<file path="src/gsg_pkg.sv">
// Package for the grid stencil generation step: configuration register codes,
// rule constants, queue depth and the per-word flag group.
// Depends on nothing; used by gsg_front, gsg_back and the top level.
package gsg_pkg;

	localparam int IN_BITS        = 8;
	localparam int OUT_BITS       = 8;
	localparam int WIDTH_CFG_BITS = 13;
	localparam int HEIGHT_BITS    = 16;
	localparam int CFG_DATA_BITS  = 16;
	localparam int CFG_INDEX_BITS = 1;

	localparam int MIN_DIM   = 3;
	localparam int RESET_DIM = 4096;

	localparam int RULE_LOW  = 50;
	localparam int RULE_HIGH = 150;
	localparam int RULE_STEP = 3;

	localparam int QUEUE_DEPTH = 4;

	typedef enum logic [CFG_INDEX_BITS-1:0] {
		REG_GRID_WIDTH  = 1'b0,
		REG_GRID_HEIGHT = 1'b1
	} cfg_reg_t;

	typedef struct packed {
		logic emit;
		logic interior;
		logic last;
	} item_flags_t;

endpackage

</file>
<file path="src/gsg_back.sv">
// Back end: slides the 3x3 window, sums the neighbourhood and applies the
// generation rule. Depends on gsg_pkg.
module gsg_back #(
	parameter int CELL_BITS = 8
) (
	input  logic                                        clk,
	input  logic                                        arst_n,
	input  logic [3*CELL_BITS-1:0]                      q_data,
	input  gsg_pkg::item_flags_t                        q_flags,
	input  logic                                        q_empty,
	output logic                                        q_pop,
	output logic                                        out_push,
	output logic [gsg_pkg::OUT_BITS:0]                  out_data,
	input  logic [$clog2(gsg_pkg::QUEUE_DEPTH+1)-1:0]   out_count
);

	localparam int SUM_BITS  = CELL_BITS + 4;
	localparam int NNIB      = (SUM_BITS + 3) / 4;
	localparam int PAD_BITS  = NNIB * 4;
	localparam int OCNT_BITS = $clog2(gsg_pkg::QUEUE_DEPTH+1);

	logic [CELL_BITS-1:0] win_q [3][3];
	logic                 valid_s2;
	gsg_pkg::item_flags_t flags_s2;
	logic                 valid_s3;
	logic [SUM_BITS-1:0]  sum_s3;
	logic [CELL_BITS-1:0] centre_s3;
	logic                 interior_s3;
	logic                 last_s3;

	logic [OCNT_BITS+1:0] pending;
	logic [SUM_BITS-1:0]  sum;
	logic [PAD_BITS-1:0]  sum_pad;
	logic [7:0]           nib_sum;
	logic [4:0]           fold1;
	logic [4:0]           fold2;
	logic                 mult10;
	logic [CELL_BITS:0]   centre_up;
	logic [CELL_BITS-1:0] plus_v;
	logic [CELL_BITS-1:0] minus_v;
	logic [CELL_BITS-1:0] rule_v;

	assign pending = (OCNT_BITS+2)'(out_count) + (OCNT_BITS+2)'(valid_s2) +
	                 (OCNT_BITS+2)'(valid_s3);
	assign q_pop   = !q_empty && (pending < (OCNT_BITS+2)'(gsg_pkg::QUEUE_DEPTH));

	always_ff @(posedge clk or negedge arst_n) begin
		if (!arst_n) begin
			for (int i = 0; i < 3; i++) begin
				for (int j = 0; j < 3; j++) begin
					win_q[i][j] <= '0;
				end
			end
			valid_s2 <= 1'b0;
			valid_s3 <= 1'b0;
		end else begin
			valid_s2 <= q_pop && q_flags.emit;
			valid_s3 <= valid_s2;
			if (q_pop) begin
				for (int i = 0; i < 3; i++) begin
					win_q[i][0] <= win_q[i][1];
					win_q[i][1] <= win_q[i][2];
				end
				win_q[0][2] <= q_data[3*CELL_BITS-1:2*CELL_BITS];
				win_q[1][2] <= q_data[2*CELL_BITS-1:CELL_BITS];
				win_q[2][2] <= q_data[CELL_BITS-1:0];
			end
		end
	end

	always_ff @(posedge clk) begin
		if (q_pop) begin
			flags_s2 <= q_flags;
		end
		if (valid_s2) begin
			sum_s3      <= sum;
			centre_s3   <= win_q[1][1];
			interior_s3 <= flags_s2.interior;
			last_s3     <= flags_s2.last;
		end
	end

	always_comb begin
		sum = '0;
		for (int i = 0; i < 3; i++) begin
			for (int j = 0; j < 3; j++) begin
				sum = sum + SUM_BITS'(win_q[i][j]);
			end
		end
	end

	// multiple of ten: even, and hex digits fold to a multiple of five
	always_comb begin
		sum_pad = PAD_BITS'(sum_s3);
		nib_sum = '0;
		for (int k = 0; k < NNIB; k++) begin
			nib_sum = nib_sum + 8'(sum_pad[4*k +: 4]);
		end
		fold1  = 5'(nib_sum[7:4]) + 5'(nib_sum[3:0]);
		fold2  = 5'(fold1[4]) + 5'(fold1[3:0]);
		mult10 = !sum_s3[0] && ((fold2 == 5'd0) || (fold2 == 5'd5) ||
		                        (fold2 == 5'd10) || (fold2 == 5'd15));
	end

	assign centre_up = (CELL_BITS+1)'(centre_s3) + (CELL_BITS+1)'(gsg_pkg::RULE_STEP);
	assign plus_v    = centre_up[CELL_BITS] ? '1 : centre_up[CELL_BITS-1:0];
	assign minus_v   = (centre_s3 > CELL_BITS'(gsg_pkg::RULE_STEP)) ?
	                   centre_s3 - CELL_BITS'(gsg_pkg::RULE_STEP) : '0;

	always_comb begin
		if (!interior_s3 || mult10) begin
			rule_v = '0;
		end else if (sum_s3 < SUM_BITS'(gsg_pkg::RULE_LOW)) begin
			rule_v = plus_v;
		end else if ((sum_s3 > SUM_BITS'(gsg_pkg::RULE_LOW)) &&
		             (sum_s3 < SUM_BITS'(gsg_pkg::RULE_HIGH))) begin
			rule_v = minus_v;
		end else begin
			rule_v = CELL_BITS'(1);
		end
	end

	assign out_push = valid_s3;
	assign out_data = {gsg_pkg::OUT_BITS'(rule_v), last_s3};

endmodule

</file>
<file path="config.mk">
export PLATFORM = sky130hd
export DESIGN_NAME = gsg_back
export DESIGN_NICKNAME = d
export VERILOG_FILES = /design/src/gsg_pkg.sv /design/src/gsg_back.sv
export SDC_FILE = /design/constraint.sdc
export NUM_CORES = 1
export LEC_CHECK = 0
export BUFFER_PORTS_ARGS = -buffer_cell sky130_fd_sc_hd__clkbuf_2
export CORE_MARGIN = 5
export CORE_UTILIZATION = 60
export DETAILED_ROUTE_END_ITERATION = 10
export HOLD_SLACK_MARGIN = 0.03
export PLACE_DENSITY = 0.87
export RECOVER_POWER = 25
export SYNTH_ARGS = -nofsm -noshare
export SYNTH_HDL_FRONTEND = slang
export SYNTH_SLANG_ARGS = --single-unit
</file>
<file path="constraint.sdc">
create_clock -name clk -period 10.9 [get_ports clk]
set_input_delay 1.09 -clock clk [delete_from_list [all_inputs] [get_ports clk]]
set_output_delay 1.09 -clock clk [all_outputs]
set_load 0.02 [all_outputs]
</file>
== Yosys cells after proc, flatten, opt, wreduce, memory -nomap -nowiden ==
Index checks and enable logic that the tools add are counted.
Storage, ports and cells
  register bits: 98
  bits in latches: 0
  RAM bits: 0
  ROM bits: 0
  input port bits: 33
  output and inout port bits: 11
  word-level logic and storage cells: 58
  memories kept: 0
Operators by class
  $add $sub $neg: 16
  multipliers: 0
  div/mod/pow operators: 0
  magnitude comparators: 5
  eq/ne operators: 3
  shift operators: 0
  muxes and demuxes: 5
  bitwise operators: 0
  reductions and logical operators: 12
Operators with widths (number)
  adder 12 x 8 -> 12 bit: 4
  two-way mux 8 bit: 5
  adder 11 x 8 -> 12 bit: 1
  > comparator 12 x 6 -> 1 bit (second input constant): 1
  less-than comparator 12 x 6 -> 1 bit (second input constant): 1
  less-than comparator 12 x 8 -> 1 bit (second input constant): 1
  adder 10 x 8 -> 11 bit: 1
  adder 9 x 8 -> 10 bit: 1
  equality test 5 x 4 -> 1 bit (second input constant): 2
  adder 8 x 2 -> 9 bit (second input constant): 1
  adder 8 x 8 -> 9 bit: 1
  > comparator 8 x 2 -> 1 bit (second input constant): 1
  subtractor 8 x 2 -> 8 bit (second input constant): 1
  adder 5 x 4 -> 6 bit: 1
  adder 1 x 4 -> 5 bit: 1
  adder 2 x 4 -> 5 bit: 1
  adder 4 x 1 -> 5 bit: 1
  adder 4 x 4 -> 5 bit: 1
  equality test 5 x 3 -> 1 bit (second input constant): 1
  zero test 5 bit: 1
  less-than comparator 5 x 3 -> 1 bit (second input constant): 1
  adder 3 x 1 -> 4 bit: 1
  logical AND 1 bit: 4
  logical OR 1 bit: 4
  zero test 1 bit: 3

== Logic depth before layout (Yosys ltp) ==
  depth in word-level cells: 11
  mapped depth: 18
  mapped depth without buffers: 18

== Worst setup path before layout ==
OpenSTA, ideal clock, no wires.
  path kind: register to output
  start point: register sum_s3[2], in the netlist sum_pad[2]
  end point: output out_data[2] (netlist bit)
  arrival: 3.849 ns
  required time: 9.810 ns
  slack: 5.961 ns
  stages on the path, launching flop included: 17
  path buffers: 0
  path through: edfxtp_1 -> fa_1 -> ha_1 -> a21o_1 -> a21oi_1 -> xnor2_1 -> ha_1 -> fa_1 -> and3_1 -> ha_1 -> ha_1 -> xnor2_1 -> xnor2_1 -> nor2_1 -> nand2_1 -> o311ai_2 -> nor2_1
On the way
  cells in the longest elaborated chain, start to end: 11
  elaborated cells between the ends (all ways): 20
  classes of those cells: 4 x add/sub; 3 x order compare; 3 x eq/ne; 3 x mux; 7 x reduce/logical
RTL lines
  start: declaration: line gsg_back.sv:26  | logic [SUM_BITS-1:0] sum_s3;
  start signal: assignment: line gsg_back.sv:76  | sum_s3 <= sum;
  adder 4 x 4 -> 5 bit: line gsg_back.sv:97  | nib_sum = nib_sum + 8'(sum_pad[4*k +: 4]);
  adder 5 x 4 -> 6 bit: line gsg_back.sv:97
  adder 2 x 4 -> 5 bit: line gsg_back.sv:99  | fold1 = 5'(nib_sum[7:4]) + 5'(nib_sum[3:0]);
  adder 1 x 4 -> 5 bit: line gsg_back.sv:100  | fold2 = 5'(fold1[4]) + 5'(fold1[3:0]);
  equality test 5 x 3 -> 1 bit / zero test 5 bit (equally long branches): line gsg_back.sv:101  | mult10 = !sum_s3[0] && ((fold2 == 5'd0) || (fold2 == 5'd5) ||
  logical OR 1 bit (2 in a row): line gsg_back.sv:101
  logical OR 1 bit: line gsg_back.sv:102  | (fold2 == 5'd10) || (fold2 == 5'd15));
  logical AND 1 bit: line gsg_back.sv:101
  logical OR 1 bit: line gsg_back.sv:111  | if (!interior_s3 || mult10) begin
  two-way mux 8 bit *: line gsg_back.sv:111
  end: declaration: line gsg_back.sv:13  | output logic [gsg_pkg::OUT_BITS:0] out_data,
Mark *: on every way between the ends. The rest lies on a longest branch, timed or not.

== Worst setup path after layout ==
  start point: register sum_s3[2], in the netlist sum_pad[2]
  end point: output out_data[7] (netlist bit)
Same word-level chain as after synthesis.

==> impl_metrics.toml <==
[outcome]
status = "finished with violations"
violations = "capacitance limit, slew limit"

[synthesis]
synth_area_mm2 = 0.005834
synthFlopType = "dfrtp_1"
synth_seq_area_share_pct = 44.09
syn_inst = 560
async_flop_share_pct = 75.51
synth_enable_flop_cells = 24
synth_top_area_share_pct = 31.74
synth_seq_cells = 98
synth_top_area_cell = "dfrtp_1"
ys_top_cells_by_area = "dfrtp_1, fa_1, nand2_1, edfxtp_1, ha_1"
syn_avg_cell_area_um2 = 10.42
syn-num-nets = 676
synth_cell_types = 46
yosysWarnings = 0

[routing]
drc = 0
vias = 3894
ant_nets = 0
wl_per_cell_um = 14.48
first_iter_violations = 260
vias_per_cell = 5.312
drt_pre_antenna_iters = 5
totalWireLength_um = 10610

[clock_network]
post_cts_buffers = 0
ctsHoldBuffers = 0
cts-root-buf = "clkbuf_8"
numCtsBuffers = 9
clk_pin_slew_ns = 0.10
clk_path_buf_depth = 2
clock-sinks = 98
cts_resized = 0
clock_latency_ns = 0.37
h-tree-depth = 3
cts_tree = "built"

[timing]
clock_skew_ns = 0.01383
hold_violations = 0
maxSlewViolCount = 75
slew_headroom_pct = -152.9
rsz0062_at_grt = "false"
setup-tns-final_ns = 0
fin_crit_sh_pct = 52.60
tightest_slew_ns = 3.794
max_freq_ghz = 0.1744
period_minus_slack_ns = 5.734
setup_viol = 0

[layout]
final_net_count = 711
drive_above_1_share_pct = 10.83
most-common-layout-cells = "nand2_1, dfrtp_1, fa_1"
final_common_cell = "nand2_1"
syn2layout_area_growth_pct = 8.214
n_antenna_cell = 0

[critical_path]
ff2ff_setup_slack_ns = 6.49
cp_max_fo = 8
crit_slowest_cell = "fa_1"
start_kind = "flip-flop"
cp_common_cell = "ha_1"
regToRegStartpoint = "win_q[1]"
required_ns = 9.81
regToRegEndpoint = "sum_pad[8]"
worstSetupEndpointType = "primary output"
cp.arrival_ns = 4.64
worstSetupPathType = "flip-flop to primary output"
cp_slowest_stage_delay_ns = 0.56
worst-r2r-cell-count = 15
crit_chain = "fa_1, ha_1, a21o_1, a21oi_1, xnor2_1, ha_1, fa_1, and3_1, ha_1, ha_1, xnor2_1, xnor2_1, nor2_1, nand2_1, o311ai_2, nor2_1, clkbuf_2"

[placement]
port_buffers = 43
place_congestion = 0.9096
hpwl_um = 8022

[hold_path]
min_delay_path_depth = 0
min_path_type = "flip-flop to flip-flop"
min_to = "interior_s3"
hold_start = "flags_s2[1]"

[global_routing]
grt.total_usage_pct = 19.51
antenna_found_initial = 0
grt_max_degree = 76
grt-ovfl-total = 0
grt_first_pass_wirelength_um = 18110
grt_pass1_vias = 3969

[floorplanning]
placementRows = 36
fp.dieW_um = 108.6
initial_core_util_pct = 60.53
io_pins = 44
die_h_um = 108.6
core_mm2 = 0.009639
fp.dieArea_mm2 = 0.01180

[run]
drv_cap = 1
state kept, by name (all words and copies together), names as in the netlist:
name,count
out_push,1
centre_s3,8
valid_s2,1
flags_s2,2
last_s3,1
win_q,72
interior_s3,1
sum_pad,12
how the worst max path moves through the flow:
stage                          start     endpoint  slack, ns  depth (start not counted)
after global placement    sum_pad[2]  out_data[4]       5.77                         17
after floorplan           sum_pad[2]  out_data[2]       5.96                         16
after CTS                 sum_pad[2]  out_data[7]       5.14                         17
after global routing      sum_pad[1]  out_data[8]       4.93                         18
after detailed placement  sum_pad[2]  out_data[7]       5.56                         17
final                     sum_pad[2]  out_data[7]       5.17                         17
area by class of cell:
class / count / area, um2
Clock buffer: 9 / 123.9
Multi-Input combinational cell: 419 / 3054
Sequential cell: 98 / 2572
Fill cell: 747 / 3326
Tap cell: 133 / 166.4
Clock inverter: 7 / 85.08
Timing Repair Buffer: 46 / 232.7
Inverter: 21 / 78.83
stage by stage:
| stage | instances | setup WS, ns | hold WS [ns] | utilization [%] | instance area, um2 |
|---|---|---|---|---|---|
| 4_1_cts | 733 | 5.137 | 0.4305 | 65.58 | 6321 |
| 5_1_grt | 733 | 4.933 | 0.4318 | 65.50 | 6314 |
| 3_5_place_dp | 717 | 5.559 | 0.4056 | 63.41 | 6112 |
| 2_1_floorplan | 560 | 5.961 | 0.4003 | - | 5834 |
| 6_report | 733 | 5.166 | 0.4288 | 65.50 | 6314 |
| 3_3_place_gp | 717 | 5.766 | 0.4044 | 63.41 | 6112 |
cells in the mapped netlist, drive strengths merged, types with 2 or more instances:
library cell	count
o21ai	10
o211a	2
nor2	21
nand2	223
nand3	5
nor2b	3
and2	2
a21o	4
or3	2
nor4	2
a211oi	3
dfrtp	74
edfxtp	24
clkbuf	12
buf	10
xnor2	9
or4	2
inv	21
a211o	2
a21oi	11
fa	60
xor2	9
ha	23
nor3	3
a31oi	7
logic make-up after synthesis:
kind of cell | after synthesis | synth area share, %
compound gates | 51 | 5.919
buf+inv | 43 | 3.582
flops | 98 | 44.09
fa+ha+maj | 83 | 25.52
simple gates | 267 | 18.19
xor+xnor | 18 | 2.702
critical path, delay by kind of cell, from the launching register on:
family          cells  cell delay (ns)
fa+ha+maj           6             1.93
simple gates        4             0.49
compound gates      3             0.86
flops               1             0.47
xor+xnor            3             0.36
buf+inv             1             0.18
layer usage:
layer	part of all wire [%]	up-vias	track usage, %
li1	-	1869	-
met1	42	1945	26.24
met2	53	70	32.66
met3	4.4	10	4.026
met4	1.1	0	5.320
met5	0	-	0
Power is not shown: default switching activity piles up to over one toggle a cycle in this logic, so the estimate is an artifact.
