**src/gsg_fifo.sv**
```systemverilog
// Small register FIFO with an occupancy count, used between front and back
// and on the result side. Depends on nothing.
module gsg_fifo #(
	parameter int WIDTH = 8,
	parameter int DEPTH = 4
) (
	input  logic                       clk,
	input  logic                       arst_n,
	input  logic                       push,
	input  logic [WIDTH-1:0]           wdata,
	input  logic                       pop,
	output logic [WIDTH-1:0]           rdata,
	output logic                       empty,
	output logic [$clog2(DEPTH+1)-1:0] count
);

	localparam int PTR_BITS = (DEPTH > 1) ? $clog2(DEPTH) : 1;
	localparam int CNT_BITS = $clog2(DEPTH+1);

	logic [WIDTH-1:0]    buf_q [DEPTH];
	logic [PTR_BITS-1:0] wr_ptr_q;
	logic [PTR_BITS-1:0] rd_ptr_q;
	logic [CNT_BITS-1:0] count_q;
	logic                do_push;
	logic                do_pop;

	assign empty   = (count_q == '0);
	assign count   = count_q;
	assign rdata   = buf_q[rd_ptr_q];
	assign do_push = push && (count_q != CNT_BITS'(DEPTH));
	assign do_pop  = pop && !empty;

	always_ff @(posedge clk) begin
		if (do_push) begin
			buf_q[wr_ptr_q] <= wdata;
		end
	end

	always_ff @(posedge clk or negedge arst_n) begin
		if (!arst_n) begin
			wr_ptr_q <= '0;
			rd_ptr_q <= '0;
			count_q  <= '0;
		end else begin
			if (do_push) begin
				wr_ptr_q <= (wr_ptr_q == PTR_BITS'(DEPTH-1)) ? '0 : wr_ptr_q + 1'b1;
			end
			if (do_pop) begin
				rd_ptr_q <= (rd_ptr_q == PTR_BITS'(DEPTH-1)) ? '0 : rd_ptr_q + 1'b1;
			end
			case ({do_push, do_pop})
				2'b10:   count_q <= count_q + 1'b1;
				2'b01:   count_q <= count_q - 1'b1;
				default: count_q <= count_q;
			endcase
		end
	end

endmodule

```
**config.mk**
```make
export PLATFORM = sky130hd
export DESIGN_NAME = gsg_fifo
export DESIGN_NICKNAME = d
export VERILOG_FILES = /design/src/gsg_fifo.sv
export SDC_FILE = /design/constraint.sdc
export NUM_CORES = 1
export LEC_CHECK = 0
export ABC_AREA = 1
export BUFFER_PORTS_ARGS = -buffer_cell sky130_fd_sc_hd__buf_2
export CAP_MARGIN = 20
export CORE_ASPECT_RATIO = 0.75
export CORE_MARGIN = 2
export CORE_UTILIZATION = 40
export DETAILED_ROUTE_END_ITERATION = 8
export PLACE_DENSITY_LB_ADDON = 0.12
export SLEW_MARGIN = 20
export SYNTH_ARGS = -nofsm -noshare
export SYNTH_HDL_FRONTEND = slang
export SYNTH_SLANG_ARGS = --single-unit
```
**constraint.sdc**
```tcl
create_clock -name clk -period 3.2 [get_ports clk]
set_clock_uncertainty 0.1 [all_clocks]
set_input_delay 0.64 -clock clk [delete_from_list [all_inputs] [get_ports clk]]
set_output_delay 0.64 -clock clk [all_outputs]
set_load 0.005 [all_outputs]
```
After elaboration in Yosys (flattened, before gate mapping)
Memories as Yosys holds them, arrays and structs flattened.
Index checks and enable logic that the tools add are counted.

word-level totals
  memories = 1
  flip-flop bits (word level) = 7
  input port bits = 12
  logic and storage cells = 23
  output and inout bits = 12
  RAM bits = 32

cells by class
  reduce and logical (&&, ||, !) cells = 5
  add/sub/neg operators = 4
  mux-type cells = 5
  eq/ne operators = 5

memory list
  memory  depth  bits a word  read ports  clocked after Yosys merged registers in  write ports  line  source
  buf_q   4      8            1           0                                        1            20    logic [WIDTH-1:0] buf_q [DEPTH];

operator list
  kind                                                 count
  equality test 2 bit, second input constant           3
  one-hot mux 3 bit (2 select lines)                   1
  adder 2 x 1 -> 2 bit, second input constant          2
  two-way mux 2 bit                                    2
  adder 3 x 1 -> 3 bit, second input constant          1
  logical NOT 3 bit                                    1
  inequality test 3 bit, second input constant         1
  subtractor 3 x 1 -> 3 bit, second input constant     1
  equality test 2 x 1 -> 1 bit, second input constant  1
  logical AND 1 bit                                    2
  two-way mux 1 bit                                    2
  nonzero test 2 bit                                   1
  logical NOT 1 bit                                    1

Longest topological paths before layout
Gate-level depths: netlist (run 1).

  depth in word-level cells = 5
  gate-level depth with buffers = 12
  mapped depth without buffers = 12

Least setup slack after synthesis (run 1)
Ideal clock, no wire load.

  path kind = reg-to-reg
  from = reg count_q[0] (netlist: count[0])
  to = reg count_q[2] (netlist: count[2])
  clock period less this slack = 1803 ps
  cell stages (with the launch flop) = 11
  buffers on the path = 0
  required time = 2983 ps
  data arrival time = 1586 ps
  slack = 1397 ps
  library setup time = 117 ps
  path through = dfrtp_1 -> inv_1 -> nand3_1 -> nand2_2 -> ha_1 -> inv_1 -> fa_1 -> nand2_1 -> nand3_1 -> nand2_1 -> nand2_1

on the way
  word-level cells in the longest chain between the ends = 5
  elaborated cells on any way between the ends = 11
  those cells by class = 2 x add/sub; 3 x eq/ne; 1 x mux; 5 x reduce/logical

RTL lines
  what                                                                      line  source
  from (decl)                                                               23    logic [CNT_BITS-1:0] count_q;
  from (signal assigned)                                                    52    2'b10: count_q <= count_q + 1'b1;
  from (signal assigned)                                                    53    2'b01: count_q <= count_q - 1'b1;
  from (signal assigned)                                                    54    default: count_q <= count_q;
  logical NOT 3 bit                                                         27    assign empty = (count_q == '0);
  logical NOT 1 bit                                                         31    assign do_pop = pop && !empty;
  logical AND 1 bit                                                         31
  equality test 2 x 1 -> 1 bit or equality test 2 bit (tied branches)       51    case ({do_push, do_pop})
  one-hot mux 3 bit (2 select lines) or nonzero test 2 bit (tied branches)  -

Several ways; a longest one is shown, not always the timed one.
A chain may end at the register's enable or synchronous reset.

Worst setup path in the final report (run 1)
  from = reg rd_ptr_q[0]
  to = out rdata[5]

on the way
  word-level cells in the longest chain between the ends = 1

RTL lines
  what                     line  source
  from (decl)              22    logic [PTR_BITS-1:0] rd_ptr_q;
  from (signal assigned)   49    rd_ptr_q <= (rd_ptr_q == PTR_BITS'(DEPTH-1)) ? '0 : rd_ptr_q + 1'b1;
  memory read (4 x 8 bit)  -
  to (decl)                12    output logic [WIDTH-1:0] rdata,

Every way passes these cells.

==> results of run 1 <==
[worst register-to-register path, cell delays in order, from the launching register on]
cell     delay [ns]
dfrtp_1        0.41
inv_1          0.12
nand3_1        0.15
nand2_2        0.16
ha_1           0.18
inv_1          0.07
fa_1           0.38
nand2_1        0.10
nand3_1        0.07
nand2_1        0.06
nand2_1        0.05
[power by group]
group / internal, W / total, W / switching (W) / leakage [nW]
combinational: 0.000246 / 0.000594 / 0.000349 / 0.462
clock: 0.000145 / 0.000300 / 0.000155 / 0.0414
sequential: 0.000683 / 0.000786 / 0.000104 / 0.378
[cell type report]
class | instances | area [sq um]
multi-input combinational | 78 | 447
sequential | 39 | 1140
timing repair buffer | 25 | 130
clock inverter | 2 | 8.76
tap | 55 | 68.8
fill | 392 | 2150
inverter | 31 | 116
clock buffer | 5 | 68.8
[cell families (layout without fill, tap and decap cells)]
kind of cell,count (synthesis),after routing,synth area share
flip-flops,39,39,0.647
adder cells (fa/ha/maj),7,7,0.0542
AO/OA/AOI/OAI,17,17,0.0741
XOR/XNOR,1,1,0.00499
AND/OR/NAND/NOR,53,53,0.121
buffers and inverters,36,63,0.0984
[per-stage QoR]
stage	total power (W)	utilization	hold slack, ns
final	0.00168	0.478	0.0803
after global routing	0.00183	0.478	0.0857
after CTS	0.00171	0.478	0.0782
after detailed placement	0.00141	0.460	0.383
after global placement	0.00137	0.460	0.383
after floorplan	0.00123	-	0.244
[cells in the mapped netlist]
cell,n
buf_6,5
dfrtp_1,7
edfxtp_1,32
fa_1,1
ha_1,6
inv_1,31
nand2_1,38
nand2_2,1
nand3_1,7
nand4_1,1
nor2_1,6
o211ai_1,15
o211ai_2,1
o21ai_0,1
xnor2_1,1
[sequential cells by signal, summed over array words and instances (netlist names)]
register / cells
wr_ptr_q: 2
count: 3
buf_q: 32
rd_ptr_q: 2
[how the worst max path moves through the flow]
stage                 from        to  slack, ns  depth (start not counted)
3_5_place_dp   rd_ptr_q[0]  rdata[5]       1.13                          5
4_1_cts        rd_ptr_q[0]  rdata[5]       0.81                          5
2_1_floorplan     count[0]  count[2]       1.40                         10
6_report       rd_ptr_q[0]  rdata[5]       0.81                          5
3_3_place_gp   rd_ptr_q[0]  rdata[5]       1.17                          5
5_1_grt        rd_ptr_q[0]  rdata[5]       0.66                          5
[layer usage]
| metal | global-route usage | routed length (um) | vias to the layer above |
|---|---|---|---|
| li1 | - | - | 554 |
| met1 | 0.188 | 1490 | 499 |
| met2 | 0.227 | 1460 | 20 |
| met3 | 0.0352 | 117 | 2 |
| met4 | 0.0654 | 27 | 0 |
| met5 | 0 | 0 | - |
==> impl_metrics.csv, run 1 <==
group,metric,value,unit
worst_setup_path,path_class,"flop to primary output",
timing,fin_setup_tns,0,ns
timing,drv_slew,0,
floorplan,die-area,0.00494,sq mm
clock_tree,clockBufferDepth,2,
timing,rsz0062_at_grt,"false",
layout,n_antenna_cell,0,
timing,fin_ws,0.809,ns
global_routing,grt_usage,0.142,
layout,final_cell_mix,"nand2_1 (38), edfxtp_1 (32), inv_1 (31)",
route,dr.pass1.iters,4,
clock_tree,cts_sinks,39,
layout,drive_above_1_share,0.183,
yosys,synth_area_leader_cell,"edfxtp_1",
placement,placedInstanceArea,0.00190,sq mm
route,wl_per_cell,13.2,um
hold_path,holdCritPathClass,"input pin to asynchronous set/reset pin",
placement,place_congestion,0.755,
worst_setup_path,endpoint_kind,"primary output",
clock_tree,clkLatencyLatePin,0.28,ns
placement,pre_cts_ws,1.13,ns
worst_setup_path,crit_path_max_fanout,20,
worst_setup_path,crit_chain,"buf_4, nand2_1, o211ai_1, nand2_1, buf_2",
placement,post-place-cells,228,
worst_setup_path,slowest_delay,0.67,ns
global_routing,antenna_found_initial,0,
yosys,synth-seq-cells,39,
floorplan,start_util,0.425,
timing,hold_violations,0,
pwr,power_per_cell_area,851,mW/mm^2
run_status,status,"finished clean",
worst_setup_path,crit-reg2reg-launch,"count[0]",
pwr,ir_drop,0.000299,V
yosys,synth_top_cell_area_share,0.547,
worst_setup_path,cpMostUsedCell,"nand2_1",
route,final_antenna_net_count,0,
worst_setup_path,crit_buf_inv,2,
worst_setup_path,arrival,1.65,ns
timing,period_minus_slack,2.39,ns
layout,syn_to_final_growth,12.5,%
yosys,yosysUniqueCellTypes,15,
worst_setup_path,r2r_cells,10,
route,via_per_inst,4.57,
layout,design_area,0.00198,sq mm
worst_setup_path,cp_slowest_cell,"dfrtp_1",
layout,nNetsFinal,199,
floorplan,fp.dieW,80.5,um
worst_setup_path,r2r-end,"count[2]",
clock_tree,cts_root_buf,"clkbuf_8",
run,maxCapViolations,0,
timing,timing.fmax,418,MHz
clock_tree,htreeDepth,2,
clock_tree,clk_pin_slew,0.07,ns
floorplan,die_h,61.4,um
route,drt_iter0_markers,34,
placement,portBuffers,23,
timing,slew_headroom,0.467,
pwr,power_leakage,0.882,nW
clock_tree,postCtsSetupBuffers,0,
route,routed_wirelength,3.10,mm
layout,stdcell_count,235,
timing,worstMarginPinSlew,0.796,ns
route,drc,0,
global_routing,grt_max_degree,21,
timing,fin_crit_sh,0.747,
yosys,syn-instance-count,153,
worst_setup_path,start_kind,"flop",
yosys,synth_nets,172,
yosys,yosysSeqAreaShare,0.647,
floorplan,row_count,20,
global_routing,grt.overflow.total,0,
clock_tree,ctsResizeCount,0,
layout,layout.cells.most_common,"nand2_1",
floorplan,coreArea,0.00413,sq mm
clock_tree,cts_tree,"yes",
yosys,synthesis.area,0.00176,sq mm
worst_setup_path,required,2.46,ns
clock_tree,hold_buffers,0,
global_routing,grt_pass1_wl,4.93,mm
route,vias,1075,
worst_setup_path,cp_top_family,"flip-flops",
placement,dp_hpwl,2.21,mm
timing,final-setup-viol-count,0,
global_routing,grt_pass1_vias,1040,
yosys,yosysWarnings,0,
floorplan,pin_count,24,
clock_tree,numCtsBuffers,5,
yosys,synth.avg_cell_area,11.5,sq um
worst_setup_path,reg2reg_slack,1.24,ns
yosys,synth.area.top_cells,"edfxtp_1 (55%), dfrtp_1 (10%), nand2_1 (8.1%)",
(Power assumes the default switching activity.)
==> inputs of run 2 (changes only) <==
Clock period 3.2 ns to 2.4 ns, I/O delays scaled along.
==> run 2 against run 1 <==
Net effect:
- combinational power rose by 52%
- hold slack better by 0.22 ns
- flip-flop and latch count unchanged
- non-clock buffer count up 5
- total power grew 43%
- cell count up 2.6%
==> impl_metrics.csv, run 2 (synthesized netlist as in run 1, its figures left out) <==
group,metric,value,unit
timing,timing.fmax,502,MHz
route,vias,1123,
worst_setup_path,path_class,"flop to flop",
clock_tree,clk_pin_slew,0.07,ns
worst_setup_path,start_kind,"flop",
floorplan,row_count,20,
route,dr.pass1.iters,4,
clock_tree,cts_sinks,39,
global_routing,grt_max_degree,36,
floorplan,fp.dieW,80.5,um
floorplan,start_util,0.425,
timing,hold_violations,0,
pwr,pwr-share-comb,0.377,
worst_setup_path,required,2.48,ns
clock_tree,cts_root_buf,"clkbuf_8",
layout,layout.cells.most_common,"nand2_1",
clock_tree,numCtsBuffers,5,
global_routing,met1_usage,0.195,
pwr,power_frac_clock,0.215,
pwr,p_sw,0.000824,W
route,via_per_inst,4.66,
pwr,internal_power,0.00157,W
layout,largest_reg_flops,32,
clock_tree,cts_tree,"yes",
timing,slew_headroom,0.775,
floorplan,die-area,0.00494,sq mm
floorplan,coreArea,0.00413,sq mm
pwr,p_total,0.00240,W
timing,rsz0062_at_grt,"false",
worst_setup_path,crit_path_max_fanout,7,
floorplan,pin_count,24,
layout,syn_to_final_growth,16.5,%
run_status,status,"finished clean",
clock_tree,clkLatencyLatePin,0.29,ns
global_routing,grt_pass1_vias,1089,
layout,largest-register,"buf_q",
hold_path,holdCritPathClass,"input pin to flop",
pwr,ir_drop,0.000511,V
floorplan,die_h,61.4,um
route,drt_iter0_markers,58,
timing,final-setup-viol-count,0,
placement,dp_hpwl,2.09,mm
global_routing,antenna_found_initial,0,
route,drc,0,
layout,drive_above_1_share,0.204,
clock_tree,clockBufferDepth,2,
layout,nNetsFinal,204,
global_routing,grt_usage,0.147,
worst_setup_path,arrival,2.08,ns
layout,nFillCells,385,
layout,multi_input_area,447,sq um
clock_tree,htreeDepth,2,
timing,worstMarginPinSlew,0.338,ns
layout,n_antenna_cell,0,
clock_tree,postCtsSetupBuffers,0,
route,wl_per_cell,12.7,um
global_routing,grt.busiest_layer,"met2",
placement,portBuffers,23,
global_routing,met2_usage,0.229,
layout,regArea,0.00114,sq mm
global_routing,grt.overflow.total,0,
worst_setup_path,endpoint_kind,"flop",
pwr,power_leakage,0.921,nW
global_routing,grt_pass1_wl,5.10,mm
run,maxCapViolations,0,
placement,place_congestion,0.840,
timing,fin_setup_tns,0,ns
global_routing,grt_use_met3,0.0367,
worst_setup_path,crit-reg2reg-launch,"count[0]",
timing,drv_slew,0,
worst_setup_path,critical_path.startpoint,"count[0]",
route,final_antenna_net_count,0,
layout,final_cell_mix,"nand2_1 (38), edfxtp_1 (32), inv_1 (31)",
timing,period_minus_slack,1.99,ns
hold_path,min_from,"wdata[1]",
route,routed_wirelength,3.05,mm
pwr,power_per_cell_area,1170,mW/mm^2
pwr,switching_share,0.344,
pwr,power_frac_seq,0.408,
timing,fin_crit_sh,0.830,
==> run 2: changes by cell type in the layout (fill, tap and decap cells not counted), sizes merged <==
cell | before | now
buf | 25 | 29
bufinv | 0 | 1
dlygate4sd3 | 0 | 1
==> run 2: through the flow <==
step | setup WS (ns) | area, sq um | cells | util | hold slack, ns
after floorplan | 0.597 | 1760 | 153 | - | 0.0844
after global placement | 0.480 | 1930 | 232 | 0.467 | 0.221
after detailed placement | 0.437 | 1930 | 232 | 0.467 | 0.225
after CTS | 0.420 | 2050 | 241 | 0.495 | 0.297
final | 0.407 | 2050 | 241 | 0.495 | 0.304
after global routing | 0.200 | 2050 | 241 | 0.495 | 0.295
==> run 2: cell type report <==
| type | count | area share |
|---|---|---|
| well taps | 55 | 0.0336 |
| flip-flops and latches | 39 | 0.555 |
| multi-input cells | 78 | 0.218 |
| repair buffers | 30 | 0.0832 |
| clock buffers | 5 | 0.0336 |
| clock inverters | 3 | 0.0190 |
| inverters | 31 | 0.0569 |
==> run 2: what timing repair did <==
item | 4_1_cts | 5_1_grt
endpoints found under the hold margin | 7 | 0
hold buffers | 1 | 0
resized for setup | 0 | 0
==> run 2: path summary, 6_finish.rpt <==
| path | to | slack (ns) | cells past startpoint |
|---|---|---|---|
| worst max register to register | count[2] | 0.41 | 10 |
| worst max-delay path | count[2] | 0.41 | 10 |
| min in group asynchronous | wr_ptr_q[1] | 0.46 | 2 |
| worst min-delay path | buf_q[2][1] | 0.30 | 1 |
| worst min register to register | count[0] | 0.42 | 1 |
| max in group asynchronous | rd_ptr_q[0] | 1.57 | 2 |
==> run 2: power groups by stage <==
stage	registers, W	clock network, W	logic (W)
2_1_floorplan	0.000988	0	0.000647
3_3_place_gp	0.000987	0	0.000896
3_5_place_dp	0.000991	0	0.000920
4_1_cts	0.000978	0.000533	0.000921
5_1_grt	0.000996	0.000563	0.00105
6_report	0.000978	0.000516	0.000902
==> run 2: worst max-delay path, cell delays in order, from the launching register on <==
cell and delay (ns):
dfrtp_1 0.40, inv_1 0.12, nand3_1 0.16, nand2_2 0.18, ha_1 0.19, inv_1 0.07
fa_1 0.38, nand2_1 0.11, nand3_1 0.07, nand2_1 0.06, nand2_1 0.04
==> run 2: metal layers <==
layer  part of all wire  vias up
met5                  0        -
met4              0.022        0
met3              0.047        8
met2               0.44       28
met1               0.49      521
li1                   -      566
